File: src/rtl/tslb_pkg.sv
// shared types and byte codes for the terminal session line bridge
package tslb_pkg;

  // width of a line byte count, enough for the longest line of 31 bytes
  localparam int CNT_W = 5;
  // jobs held between the classifier and the byte sender
  localparam int QDEPTH = 2;

  localparam logic [7:0] CH_BS     = 8'h08;
  localparam logic [7:0] CH_NL     = 8'h0a;
  localparam logic [7:0] CH_CR     = 8'h0d;
  localparam logic [7:0] CH_CTRL_R = 8'h12;
  localparam logic [7:0] CH_SP     = 8'h20;
  localparam logic [7:0] CH_R      = 8'h52;
  localparam logic [7:0] CH_CARET  = 8'h5e;
  localparam logic [7:0] CH_DEL    = 8'h7f;
  localparam logic [7:0] CH_NUL    = 8'h00;

  localparam logic [7:0] TN_CMD_LOW  = 8'd250;
  localparam logic [7:0] TN_WILL     = 8'd251;
  localparam logic [7:0] TN_WONT     = 8'd252;
  localparam logic [7:0] TN_DO       = 8'd253;
  localparam logic [7:0] TN_DONT     = 8'd254;
  localparam logic [7:0] TN_IAC      = 8'd255;
  localparam logic [7:0] TN_OPT_ECHO = 8'd1;

  localparam logic SRC_SERIAL  = 1'b0;
  localparam logic DEST_SERIAL = 1'b0;
  localparam logic DEST_NET    = 1'b1;

  typedef enum logic [1:0] {
    TN_PLAIN   = 2'd0,
    TN_GOT_IAC = 2'd1,
    TN_GOT_CMD = 2'd2
  } tn_phase_t;

  typedef enum logic [1:0] {
    B_IDLE  = 2'd0,
    B_FIX   = 2'd1,
    B_RADDR = 2'd2,
    B_RDATA = 2'd3
  } back_st_t;

  // literal bytes first, then bytes read back from the line store
  typedef struct packed {
    logic [3:0][7:0]  fix_b;
    logic [2:0]       fix_n;
    logic             fix_dest;
    logic [CNT_W-1:0] rd_cnt;
    logic             rd_dest;
  } job_t;

endpackage

File: src/rtl/tslb_ram.sv
// generic single write, single read ram with registered read data
module tslb_ram #(
  parameter int WIDTH = 8,
  parameter int DEPTH = 32,
  localparam int AW = $clog2(DEPTH)
) (
  input  logic             clk,
  input  logic             wr_en,
  input  logic [AW-1:0]    wr_addr,
  input  logic [WIDTH-1:0] wr_data,
  input  logic             rd_en,
  input  logic [AW-1:0]    rd_addr,
  output logic [WIDTH-1:0] rd_data
);

  logic [WIDTH-1:0] mem_r [DEPTH];
  logic [WIDTH-1:0] rd_data_r;

  always_ff @(posedge clk) begin
    if (wr_en) begin
      mem_r[wr_addr] <= wr_data;
    end
    if (rd_en) begin
      rd_data_r <= mem_r[rd_addr];
    end
  end

  assign rd_data = rd_data_r;

endmodule

File: src/rtl/tslb_front.sv
// input classifier: line editor, telnet parser, line store writes and job generation
module tslb_front #(
  parameter int LINE_LEN = 32,
  localparam int AW = $clog2(LINE_LEN)
) (
  input  logic             clk,
  input  logic             rst_n,
  input  logic             in_valid,
  output logic             in_stall,
  input  logic             in_mode,
  input  logic [7:0]       in_byte,
  input  logic             q_full,
  output logic             push,
  output tslb_pkg::job_t   job,
  output logic             wr_en,
  output logic [AW-1:0]    wr_addr,
  output logic [7:0]       wr_data,
  input  logic             rd_done
);
  import tslb_pkg::*;

  localparam logic [AW:0] FLUSH_AT = (AW+1)'(LINE_LEN - 1);

  logic [AW-1:0] fill_r, fill_nxt;
  logic          remote_echo_r, remote_echo_nxt;
  tn_phase_t     phase_r, phase_nxt;
  logic [7:0]    held_r, held_nxt;
  logic          rd_pend_r, rd_pend_nxt;

  logic          accept;
  logic          append;
  logic [7:0]    c;
  logic [7:0]    reply;
  logic [AW:0]   nf;

  // a queued job that reads the line store blocks new transfers until it is read out
  assign in_stall = q_full || rd_pend_r;
  assign accept   = in_valid && !in_stall;

  always_comb begin
    job             = '0;
    push            = 1'b0;
    append          = 1'b0;
    c               = in_byte;
    reply           = TN_WONT;
    nf              = '0;
    fill_nxt        = fill_r;
    remote_echo_nxt = remote_echo_r;
    phase_nxt       = phase_r;
    held_nxt        = held_r;
    wr_en           = 1'b0;
    wr_addr         = fill_r;
    wr_data         = in_byte;

    if (accept) begin
      if (in_mode == SRC_SERIAL) begin
        if (!remote_echo_r && in_byte == CH_CTRL_R) begin
          job.fix_b    = {CH_NL, CH_CR, CH_R, CH_CARET};
          job.fix_n    = 3'd4;
          job.fix_dest = DEST_SERIAL;
          job.rd_cnt   = CNT_W'(fill_r);
          job.rd_dest  = DEST_SERIAL;
          push         = 1'b1;
        end else if (!remote_echo_r && (in_byte == CH_DEL || in_byte == CH_BS)) begin
          // erase on an empty line does nothing
          if (fill_r != '0) begin
            fill_nxt     = fill_r - 1'b1;
            job.fix_b    = {CH_NUL, CH_BS, CH_SP, CH_BS};
            job.fix_n    = 3'd3;
            job.fix_dest = DEST_SERIAL;
            push         = 1'b1;
          end
        end else begin
          append = 1'b1;
          if (!remote_echo_r) begin
            job.fix_dest = DEST_SERIAL;
            if (in_byte == CH_CR || in_byte == CH_NL) begin
              c         = CH_NL;
              job.fix_b = {CH_NUL, CH_NUL, CH_NL, CH_CR};
              job.fix_n = 3'd2;
            end else begin
              job.fix_b = {CH_NUL, CH_NUL, CH_NUL, in_byte};
              job.fix_n = 3'd1;
            end
          end
        end
      end else begin
        case (phase_r)
          TN_GOT_IAC: begin
            if (in_byte > TN_CMD_LOW && in_byte != TN_IAC) begin
              held_nxt  = in_byte;
              phase_nxt = TN_GOT_CMD;
            end else begin
              phase_nxt = TN_PLAIN;
            end
          end
          TN_GOT_CMD: begin
            if (held_r == TN_WILL) begin
              if (in_byte == TN_OPT_ECHO) begin
                remote_echo_nxt = 1'b1;
                reply           = TN_DO;
              end else begin
                reply = TN_DONT;
              end
            end else if (held_r == TN_WONT) begin
              if (in_byte == TN_OPT_ECHO) begin
                remote_echo_nxt = 1'b0;
              end
              reply = TN_DONT;
            end else begin
              reply = TN_WONT;
            end
            phase_nxt    = TN_PLAIN;
            job.fix_b    = {CH_NUL, in_byte, reply, TN_IAC};
            job.fix_n    = 3'd3;
            job.fix_dest = DEST_NET;
            push         = 1'b1;
          end
          default: begin
            phase_nxt = TN_PLAIN;
            if (in_byte == TN_IAC) begin
              phase_nxt = TN_GOT_IAC;
            end else begin
              job.fix_dest = DEST_SERIAL;
              push         = 1'b1;
              if (in_byte == CH_NL) begin
                job.fix_b = {CH_NUL, CH_NUL, CH_NL, CH_CR};
                job.fix_n = 3'd2;
              end else begin
                job.fix_b = {CH_NUL, CH_NUL, CH_NUL, in_byte};
                job.fix_n = 3'd1;
              end
            end
          end
        endcase
      end
    end

    if (append) begin
      wr_en   = 1'b1;
      wr_data = c;
      nf      = {1'b0, fill_r} + 1'b1;
      push    = 1'b1;
      if (nf >= FLUSH_AT || remote_echo_r || c == CH_NL) begin
        fill_nxt    = '0;
        job.rd_cnt  = CNT_W'(nf);
        job.rd_dest = DEST_NET;
      end else begin
        fill_nxt = nf[AW-1:0];
      end
    end
  end

  always_comb begin
    rd_pend_nxt = rd_pend_r;
    if (rd_done) begin
      rd_pend_nxt = 1'b0;
    end
    if (push && job.rd_cnt != '0) begin
      rd_pend_nxt = 1'b1;
    end
  end

  always_ff @(posedge clk) begin
    if (!rst_n) begin
      fill_r        <= '0;
      remote_echo_r <= 1'b0;
      phase_r       <= TN_PLAIN;
      held_r        <= '0;
      rd_pend_r     <= 1'b0;
    end else begin
      fill_r        <= fill_nxt;
      remote_echo_r <= remote_echo_nxt;
      phase_r       <= phase_nxt;
      held_r        <= held_nxt;
      rd_pend_r     <= rd_pend_nxt;
    end
  end

endmodule

File: src/rtl/tslb_queue.sv
// short job queue between the classifier and the byte sender
module tslb_queue (
  input  logic           clk,
  input  logic           rst_n,
  input  logic           push,
  input  tslb_pkg::job_t job_in,
  output logic           full,
  input  logic           pop,
  output logic           empty,
  output tslb_pkg::job_t job_out
);
  import tslb_pkg::*;

  localparam int PW = (QDEPTH > 1) ? $clog2(QDEPTH) : 1;
  localparam int CW = $clog2(QDEPTH + 1);

  job_t          slot_r [QDEPTH];
  logic [PW-1:0] wr_ptr_r, wr_ptr_nxt;
  logic [PW-1:0] rd_ptr_r, rd_ptr_nxt;
  logic [CW-1:0] cnt_r, cnt_nxt;
  logic          do_push;
  logic          do_pop;

  assign full    = cnt_r == CW'(QDEPTH);
  assign empty   = cnt_r == '0;
  assign do_push = push && !full;
  assign do_pop  = pop && !empty;
  assign job_out = slot_r[rd_ptr_r];

  always_comb begin
    wr_ptr_nxt = wr_ptr_r;
    rd_ptr_nxt = rd_ptr_r;
    cnt_nxt    = cnt_r;
    if (do_push) begin
      wr_ptr_nxt = (wr_ptr_r == PW'(QDEPTH - 1)) ? '0 : wr_ptr_r + 1'b1;
    end
    if (do_pop) begin
      rd_ptr_nxt = (rd_ptr_r == PW'(QDEPTH - 1)) ? '0 : rd_ptr_r + 1'b1;
    end
    if (do_push && !do_pop) begin
      cnt_nxt = cnt_r + 1'b1;
    end else if (do_pop && !do_push) begin
      cnt_nxt = cnt_r - 1'b1;
    end
  end

  always_ff @(posedge clk) begin
    if (do_push) begin
      slot_r[wr_ptr_r] <= job_in;
    end
  end

  always_ff @(posedge clk) begin
    if (!rst_n) begin
      wr_ptr_r <= '0;
      rd_ptr_r <= '0;
      cnt_r    <= '0;
    end else begin
      wr_ptr_r <= wr_ptr_nxt;
      rd_ptr_r <= rd_ptr_nxt;
      cnt_r    <= cnt_nxt;
    end
  end

endmodule

File: src/rtl/tslb_back.sv
// byte sender: plays out one job at a time into the output register
module tslb_back #(
  parameter int LINE_LEN = 32,
  localparam int AW = $clog2(LINE_LEN)
) (
  input  logic           clk,
  input  logic           rst_n,
  input  logic           q_empty,
  input  tslb_pkg::job_t q_job,
  output logic           pop,
  output logic           rd_en,
  output logic [AW-1:0]  rd_addr,
  input  logic [7:0]     rd_data,
  output logic           rd_done,
  output logic           out_valid,
  input  logic           out_stall,
  output logic           out_dest,
  output logic [7:0]     out_byte,
  output logic           out_last
);
  import tslb_pkg::*;

  back_st_t         st_r, st_nxt;
  job_t             job_r, job_nxt;
  logic [CNT_W-1:0] idx_r, idx_nxt;
  logic             out_valid_r, out_valid_nxt;
  logic             out_dest_r;
  logic [7:0]       out_byte_r;
  logic             out_last_r;

  logic             ld_ok;
  logic             load;
  logic             ld_dest;
  logic [7:0]       ld_byte;
  logic             ld_last;
  logic             fix_end;
  logic             rd_end;

  assign ld_ok   = !out_valid_r || !out_stall;
  assign fix_end = idx_r == (CNT_W'(job_r.fix_n) - CNT_W'(1));
  assign rd_end  = idx_r == (job_r.rd_cnt - CNT_W'(1));
  assign rd_addr = idx_r[AW-1:0];

  always_comb begin
    st_nxt = st_r;
    case (st_r)
      B_IDLE: begin
        if (!q_empty) begin
          st_nxt = (q_job.fix_n != '0) ? B_FIX : B_RADDR;
        end
      end
      B_FIX: begin
        if (ld_ok && fix_end) begin
          st_nxt = (job_r.rd_cnt != '0) ? B_RADDR : B_IDLE;
        end
      end
      B_RADDR: st_nxt = B_RDATA;
      B_RDATA: begin
        if (ld_ok) begin
          st_nxt = rd_end ? B_IDLE : B_RADDR;
        end
      end
      default: st_nxt = B_IDLE;
    endcase
  end

  always_comb begin
    pop     = 1'b0;
    rd_en   = 1'b0;
    rd_done = 1'b0;
    load    = 1'b0;
    ld_dest = job_r.fix_dest;
    ld_byte = job_r.fix_b[idx_r[1:0]];
    ld_last = 1'b0;
    job_nxt = job_r;
    idx_nxt = idx_r;
    case (st_r)
      B_IDLE: begin
        pop     = !q_empty;
        job_nxt = q_job;
        idx_nxt = '0;
      end
      B_FIX: begin
        if (ld_ok) begin
          load    = 1'b1;
          ld_last = fix_end && job_r.rd_cnt == '0;
          idx_nxt = fix_end ? '0 : idx_r + 1'b1;
        end
      end
      B_RADDR: rd_en = 1'b1;
      B_RDATA: begin
        // ram output holds while stalled since no new read is issued
        if (ld_ok) begin
          load    = 1'b1;
          ld_dest = job_r.rd_dest;
          ld_byte = rd_data;
          ld_last = rd_end;
          rd_done = rd_end;
          idx_nxt = idx_r + 1'b1;
        end
      end
      default: begin
        idx_nxt = '0;
      end
    endcase
  end

  always_comb begin
    if (load) begin
      out_valid_nxt = 1'b1;
    end else if (out_stall) begin
      out_valid_nxt = out_valid_r;
    end else begin
      out_valid_nxt = 1'b0;
    end
  end

  always_ff @(posedge clk) begin
    if (!rst_n) begin
      st_r        <= B_IDLE;
      out_valid_r <= 1'b0;
    end else begin
      st_r        <= st_nxt;
      out_valid_r <= out_valid_nxt;
    end
  end

  always_ff @(posedge clk) begin
    job_r <= job_nxt;
    idx_r <= idx_nxt;
    if (load) begin
      out_dest_r <= ld_dest;
      out_byte_r <= ld_byte;
      out_last_r <= ld_last;
    end
  end

  assign out_valid = out_valid_r;
  assign out_dest  = out_dest_r;
  assign out_byte  = out_byte_r;
  assign out_last  = out_last_r;

endmodule

File: src/rtl/terminal_session_line_bridge.sv
// top level of the terminal session line bridge
// in_* carries one byte per transfer: in_mode 0 from the serial terminal,
// 1 from the network. out_* carries the bytes it causes, out_dest 0 to the
// serial terminal, 1 to the network, with out_last on the final byte of
// each input. Inputs that cause nothing (telnet prefixes, erase on an empty
// line) give no output transfer at all.
// The front end classifies each accepted byte, writes the line store and
// queues a job; the back end plays jobs out of a two-entry queue.
// The first byte of an input passes through the queue, the back end job register
// and the output register. Literal bytes follow one per cycle while out_stall is low;
// each byte read back from the line store needs a ram read and then the output
// load. A line-store-reading job blocks new input transfers until its last stored
// byte has been read.
// Reset (rst_n low, synchronous) empties the line, selects local echo and
// clears the telnet parser and the queue; line store contents are not cleared.
// A stalled output byte holds; the queue keeps accepting input until full or a store read is pending.
module terminal_session_line_bridge #(
  parameter int LINE_LEN = 32
) (
  input  logic       clk,
  input  logic       rst_n,
  input  logic       in_valid,
  output logic       in_stall,
  input  logic       in_mode,
  input  logic [7:0] in_byte,
  output logic       out_valid,
  input  logic       out_stall,
  output logic       out_dest,
  output logic [7:0] out_byte,
  output logic       out_last
);
  import tslb_pkg::*;

  localparam int AW = $clog2(LINE_LEN);

  logic          push;
  job_t          push_job;
  logic          q_full;
  logic          q_empty;
  logic          pop;
  job_t          q_job;
  logic          wr_en;
  logic [AW-1:0] wr_addr;
  logic [7:0]    wr_data;
  logic          rd_en;
  logic [AW-1:0] rd_addr;
  logic [7:0]    rd_data;
  logic          rd_done;

  tslb_front #(.LINE_LEN(LINE_LEN)) u_front (
    .clk      (clk),
    .rst_n    (rst_n),
    .in_valid (in_valid),
    .in_stall (in_stall),
    .in_mode  (in_mode),
    .in_byte  (in_byte),
    .q_full   (q_full),
    .push     (push),
    .job      (push_job),
    .wr_en    (wr_en),
    .wr_addr  (wr_addr),
    .wr_data  (wr_data),
    .rd_done  (rd_done)
  );

  tslb_queue u_queue (
    .clk     (clk),
    .rst_n   (rst_n),
    .push    (push),
    .job_in  (push_job),
    .full    (q_full),
    .pop     (pop),
    .empty   (q_empty),
    .job_out (q_job)
  );

  tslb_ram #(.WIDTH(8), .DEPTH(LINE_LEN)) u_line_store (
    .clk     (clk),
    .wr_en   (wr_en),
    .wr_addr (wr_addr),
    .wr_data (wr_data),
    .rd_en   (rd_en),
    .rd_addr (rd_addr),
    .rd_data (rd_data)
  );

  tslb_back #(.LINE_LEN(LINE_LEN)) u_back (
    .clk       (clk),
    .rst_n     (rst_n),
    .q_empty   (q_empty),
    .q_job     (q_job),
    .pop       (pop),
    .rd_en     (rd_en),
    .rd_addr   (rd_addr),
    .rd_data   (rd_data),
    .rd_done   (rd_done),
    .out_valid (out_valid),
    .out_stall (out_stall),
    .out_dest  (out_dest),
    .out_byte  (out_byte),
    .out_last  (out_last)
  );

endmodule

File: config.mk
export PLATFORM = sky130hd
export DESIGN_NAME = terminal_session_line_bridge
export DESIGN_NICKNAME = d
export VERILOG_FILES = /design/src/rtl/tslb_pkg.sv /design/src/rtl/tslb_ram.sv /design/src/rtl/tslb_front.sv /design/src/rtl/tslb_queue.sv /design/src/rtl/tslb_back.sv /design/src/rtl/terminal_session_line_bridge.sv
export SDC_FILE = /design/constraint.sdc
export NUM_CORES = 1
export LEC_CHECK = 0
export CAP_MARGIN = 15
export CORE_MARGIN = 3
export CORE_UTILIZATION = 54
export CTS_CLUSTER_DIAMETER = 100
export CTS_CLUSTER_SIZE = 28
export DETAILED_ROUTE_END_ITERATION = 10
export DONT_BUFFER_PORTS = 1
export PLACE_DENSITY_LB_ADDON = 0.15
export SYNTH_ARGS = -nofsm -noshare
export SYNTH_HDL_FRONTEND = slang
export SYNTH_SLANG_ARGS = --single-unit
File: constraint.sdc
create_clock -name clk -period 4.48 [get_ports clk]
set_input_delay 0.448 -clock clk [delete_from_list [all_inputs] [get_ports clk]]
set_output_delay 0.448 -clock clk [all_outputs]
set_load 0.01 [all_outputs]
; Word level (Yosys, flattened, before mapping)
; Memory sizes are Yosys's and may differ from the RTL's. A register that Yosys moved wholly into a read port is not among the register bits.
; Cells that the tools add are included.
[op_classes]
addsub = 9
order_cmp = 3
eq_ne = 26
n_mux = 90
n_reduce_logical = 46
[op_table]
columns = op, count
row1 = $mux 36, 5
row2 = $mux 8, 11
row3 = $pmux 36 s2, 1
row4 = $mux 5, 10
row5 = $mux 42, 1
row6 = $mux 1, 38
row7 = $eq 8x4->1 const B, 4
row8 = $mux 15, 2
row9 = $eq 8x8->1 const B, 3
row10 = $mux 24, 1
row11 = $mux 6, 4
row12 = $mux 2, 11
row13 = $bmux 8 s2, 1
row14 = $pmux 5 s3, 1
row15 = $reduce_bool 5->1, 3
row16 = $ne 2x1->1 const B, 6
row17 = $reduce_bool 2->1, 6
row18 = $logic_and 1x1->1, 11
row19 = $eq 5x5->1, 2
row20 = $reduce_and 5->1, 2
row21 = $sub 5x1->5 const B, 2
row22 = $eq 2x2->1 const B, 4
row23 = $eq 8x1->1 const B, 1
row24 = $eq 8x5->1 const B, 1
row25 = other kinds (25), 43
[totals]
regBits = 81
ram_bits = 340
input_bits = 13
out_inout_bits = 12
wordCells = 198
memories = 2
[memory_table]
columns = memory, depth, word_bits, read_ports, rd_clocked_by_memory_dff, write_ports, line
row1 = u_line_store.mem_r, 32, 8, 1, 1, 1, tslb_ram.sv:16  ; logic [WIDTH-1:0] mem_r [DEPTH];
row2 = u_queue.slot_r, 2, 42, 1, 1, 1, tslb_queue.sv:17  ; job_t slot_r [QDEPTH];

; Depth between registers and ports, before layout
[depth]
ltp_word = 15
depth_mapped = 12
depth_no_buf = 11

; Modules after synthesis
; Synthesis repeated with hierarchy kept, for this count alone.
[hier_totals]
cells_unflattened = 976
hier_area_um2 = 17795.8
[modules_own_cells]
columns = mod, instances, cells_per_inst, area_each_um2, seq_area_each_um2
row1 = tslb_ram, 1, 417, 10133.5, 7927.6
row2 = tslb_queue, 1, 156, 3254.4, 2622.5
row3 = tslb_back, 1, 148, 2541.2, 1771.7
row4 = tslb_front, 1, 255, 1866.8, 340.3

; Least setup slack after synthesis
; Ideal clock, no wire load.
[synth_timing]
path_kind = input port to flip-flop
startpoint = in in_byte[2]
endpoint = mem u_queue.slot_r[1][0] (netlist bit), enable pin
setup_time_ps = 424
arrival_time_ps = 3090
required_time_ps = 4056
setup_slack_ps = 966
stages = 6
path_buffers = 1
path_cell_list = buf_2 -> nor4b_1 -> a2bb2oi_2 -> o31a_1 -> o21a_1 -> nor2b_1
[synth_via]
elab_chain_cells = 11
elab_cells_between_ends = 21
cone_classes = eq/ne: 4 / mux: 13 / reduce/logical: 4
[synth_lines]
columns = item, line
row1 = "start, declared", terminal_session_line_bridge.sv:25  ; input logic [7:0] in_byte,
row2 = $eq 8x7->1 or $eq 8x4->1 (tied branches), tslb_front.sv:64  ; end else if (!remote_echo_r && (in_byte == CH_DEL || in_byte == CH_BS)) begin
row3 = $logic_or 1x1->1, tslb_front.sv:64
row4 = $logic_and 1x1->1, tslb_front.sv:64
row5 = $mux 1, tslb_front.sv:64
row6 = $mux 1, tslb_front.sv:57  ; if (!remote_echo_r && in_byte == CH_CTRL_R) begin
row7 = $mux 1, tslb_front.sv:56  ; if (in_mode == SRC_SERIAL) begin
row8 = $mux 1, tslb_front.sv:55  ; if (accept) begin
row9 = $mux 1 *, tslb_front.sv:139  ; if (append) begin
row10 = $logic_and 1x1->1 *, tslb_queue.sv:26  ; assign do_push = push && !full;
row11 = $mux 1 *, tslb_queue.sv:48  ; if (do_push) begin
row12 = $mux 1 (implied by the code) *, tslb_queue.sv:49  ; slot_r[wr_ptr_r] <= job_in;
row13 = "end, declared", tslb_queue.sv:17
; Every way passes the cells marked *; elsewhere a longest branch is shown, timed or not.

; Final worst setup path
[layout_timing]
startpoint = reg u_queue.cnt_r[0]
endpoint = mem u_line_store.mem_r[13][0], enable pin
[layout_via]
elab_chain_cells = 8
[layout_lines]
columns = item, line
row1 = "start, declared", tslb_queue.sv:20  ; logic [CW-1:0] cnt_r, cnt_nxt;
row2 = "start signal, assigned", tslb_queue.sv:61  ; cnt_r <= cnt_nxt;
row3 = $eq 2x2->1, tslb_queue.sv:24  ; assign full = cnt_r == CW'(QDEPTH);
row4 = $logic_or 1x1->1, tslb_front.sv:37  ; assign in_stall = q_full || rd_pend_r;
row5 = $logic_not 1->1, tslb_front.sv:38  ; assign accept = in_valid && !in_stall;
row6 = $logic_and 1x1->1, tslb_front.sv:38
row7 = $mux 1, tslb_front.sv:55
row8 = $mux 1, tslb_front.sv:139
row9 = $mux 1, tslb_ram.sv:20  ; if (wr_en) begin
row10 = $mux 1 (implied by the code), tslb_ram.sv:21  ; mem_r[wr_addr] <= wr_data;
row11 = "end, declared", tslb_ram.sv:16
; No other way between the ends.

==> results.toml <==
[grt]
grt.total_usage_pct = 20.9
grt_pass1_vias = 8116
grt_pass1_wl_mm = 52.0
grt_max_degree = 69
antenna_found_initial = 1
grt.overflow.total = 0

[setup_path]
path_class = "reg2reg"
path_cells = "nor2b_1 > nor4_2 > nand2_1 > nor2_1 > nand2_1 > nor2_1"
cp_slowest_cell = "nor2_1"
r2r-end = "u_line_store.mem_r[13][0]$_DFFE_PP_"
ff2ff_path_depth = 6
rr_startpoint = "u_queue.cnt_r[0]$_SDFFE_PN0P_"
r2r_slack_ns = 1.48
start_kind = "register"
cp_max_fo = 8
cp_slowest_stage_delay_ns = 0.86
crit_arrival_ns = 3.15
cp_data_required_time_ns = 4.63
end_kind = "register"

[power_and_ir_drop]
powerDensity_nw_per_um2 = 503
power_mw = 8.83
peakVddDrop_mv = 0.333
leakage_nw = 5.49

[logic_synthesis]
synth-seq-cells = 397
synth_cell_type_count = 72
synth_adder_area_share_pct = 0.984
yosys.area_share.simple_pct = 6.06
synth_edf_count = 372
synthMuxAreaShare_pct = 15.0
yosysWarnings = 0
syn-num-nets = 969
yosysSeqAreaShare_pct = 70.6
async_flop_share_pct = 0
synth_top_area_share_pct = 67.6
syn-cell-area_um2 = 16500
syn_avg_cell_area_um2 = 17.5
syn-instance-count = 943
synth_area_leader_cell = "edfxtp_1"
synth_xor_area_share_pct = 1.06
synth_top_family_by_area = "multiplexers"
synth_flop_cell = "edfxtp_1"
ys_top_cells_by_area = "edfxtp_1 68%, mux4_2 8.9%, dfxtp_1 3.0%"
synth_compound_area_share_pct = 4.16

[clock_network]
path_clk_slew_ns = 0.10
cts_buffer_depth = 3
h-tree-depth = 1
worstSkewPairLatency_ns = 0.53
clock-sinks = 397
cts.repair.resized = 0
cts_buffers = 18
cts_tree = "done"
cts_root_buf = "clkbuf_16"

[place]
gp_congestion = 0.903
numPlacedInstances = 1295
io_buffers = 0
hpwl_mm = 21.4
pre_cts_ws_ns = 1.48

[floorplanning]
row_count = 63
initial_core_util_pct = 55.4
die_x_um = 181
core-area_um2 = 29900
io_pins = 25
die_y_um = 181
dieArea_um2 = 32800

[timing]
worst_pin_slew_ns = 1.06
fin_crit_ns = 3.00
drv_slew = 0
setup_tns_ns = 0
fin_skew_ns = 0.0175
rsz0062_at_grt = "no"
period_share_pct = 67.0
final_hold_viol_count = 0
fin_ws_ns = 1.48
clock.fmax_mhz = 333
max-slew-margin-rel_pct = 29.2
finalSetupViolCount = 0

[drt]
route.vias.total = 8331
drt_pass1_iterations = 5
drt_iter0_drc = 883
wl_mm = 34.8
ant_nets = 0
vias_per_cell = 6.23
drc = 0
wl_per_cell_um = 26.0

[min_path]
holdPathEnd = "u_line_store.mem_r[19][4]$_DFFE_PP_"
worst_hold_path_type = "in2reg"
hold_depth = 0
worst_hold_startpoint = "in_byte[4]"

[job]
drv_cap = 0

[outcome]
status = "finished, final reports clean"

[cells_and_area]
area_growth_pct = 6.08
fin_cells = 1337
finalNetCount = 960
drive_gt1_share_pct = 17.3
num-fill-cells = 2195
-- area by class of cell --
| cell class | count | area [µm²] | area share, % |
|---|---|---|---|
| Antenna cell | 1 | 2.50 | 0.0143 |
| Clock buffer | 30 | 517 | 2.95 |
| Clock inverter | 2 | 32.5 | 0.185 |
| Inverter | 25 | 93.8 | 0.535 |
| Multi-Input combinational cell | 470 | 4520 | 25.8 |
| Sequential cell | 397 | 11700 | 66.5 |
| Tap cell | 390 | 488 | 2.78 |
| Timing Repair Buffer | 22 | 213 | 1.21 |
-- cell usage after synthesis (16+ instances only) --
library cell	instances
nand3_1	16
mux4_1	17
clkbuf_1	29
dfxtp_1	25
mux2_2	42
nor2_1	86
a21oi_1	25
edfxtp_1	372
mux4_2	65
inv_1	23
o21ai_0	17
nand2_1	27
-- power by group --
group | switching, mW | internal, mW
Clock | 1.09 | 0.816
Sequential | 0.256 | 4.54
Combinational | 1.10 | 1.02
-- stage by stage --
stage / util, % / cell area [µm²] / hold WS, ns
final: 58.7 / 17500 / 0.0261
after global routing: 58.7 / 17500 / 0.00101
after CTS: 58.5 / 17500 / 0.000167
after detailed placement: 56.6 / 16900 / 0.468
after global placement: 56.6 / 16900 / 0.450
after floorplan: - / 16500 / 0.440
-- how the worst max path moves through the flow --
stage	startpoint	endpoint	slack, ns	depth (start not counted)
floorplan	in_byte[2]	u_queue.slot_r[1][0]$_DFFE_PP_	0.97	6
global placement	in_valid	u_line_store.mem_r[13][2]$_DFFE_PP_	1.60	6
detailed placement	in_valid	u_line_store.mem_r[13][0]$_DFFE_PP_	1.48	6
CTS	u_queue.cnt_r[0]$_SDFFE_PN0P_	u_line_store.mem_r[13][0]$_DFFE_PP_	1.45	6
global route	u_queue.cnt_r[0]$_SDFFE_PN0P_	u_line_store.mem_r[13][0]$_DFFE_PP_	1.29	6
finish	u_queue.cnt_r[0]$_SDFFE_PN0P_	u_line_store.mem_r[13][0]$_DFFE_PP_	1.48	6
-- registers in the layout, summed over array words and instances, names as in the netlist, 5 cells and up, named ones only --
signal                cells
u_front.wr_addr           5
u_back.job_r             31
u_line_store.rd_data      8
u_line_store.mem_r      256
u_queue.slot_r           62
u_front.held_r            8
u_back.out_byte           8
u_back.rd_addr            5
-- cells in the final DEF (no fill, tap or decap), types with 13 or more instances in the layout --
| master | Yosys | layout |
|---|---|---|
| a21oi_1 | 25 | 25 |
| clkbuf_16 | 0 | 19 |
| dfxtp_1 | 25 | 25 |
| edfxtp_1 | 372 | 372 |
| ha_1 | 13 | 13 |
| inv_1 | 23 | 23 |
| mux2_2 | 42 | 42 |
| mux4_1 | 17 | 17 |
| mux4_2 | 65 | 65 |
| nand2_1 | 27 | 27 |
| nand3_1 | 16 | 16 |
| nor2_1 | 86 | 83 |
| o21ai_0 | 17 | 17 |
-- cell families (layout without fill, tap and decap cells) --
| family | Yosys count | count (layout) |
|---|---|---|
| xor+xnor | 20 | 20 |
| mux | 134 | 134 |
| flops | 397 | 397 |
| simple gates | 201 | 201 |
| other cells | 0 | 1 |
| compound gates | 102 | 102 |
| buf+inv | 76 | 79 |
| fa+ha+maj | 13 | 13 |
-- worst max-delay path: cells and delay by family (launching register included) --
family | cells | cell delay (ns)
simple gates | 6 | 2.17
flops | 1 | 0.44
-- repair_timing --
action                                  CTS  global route
hold endpoints to repair                 11            21
setup buffers                             0             0
hold buffers                              4             5
endpoints found under the setup margin    0             0
-- per-layer routing --
layer | global-route usage (%) | wire, µm | vias to the layer above
met5 | 0 | 0 | -
met4 | 4.72 | 861 | 0
met3 | 3.08 | 1890 | 50
met2 | 32.4 | 16300 | 261
met1 | 32.2 | 15700 | 4301
li1 | - | - | 3719
(Power assumes the default switching activity.)
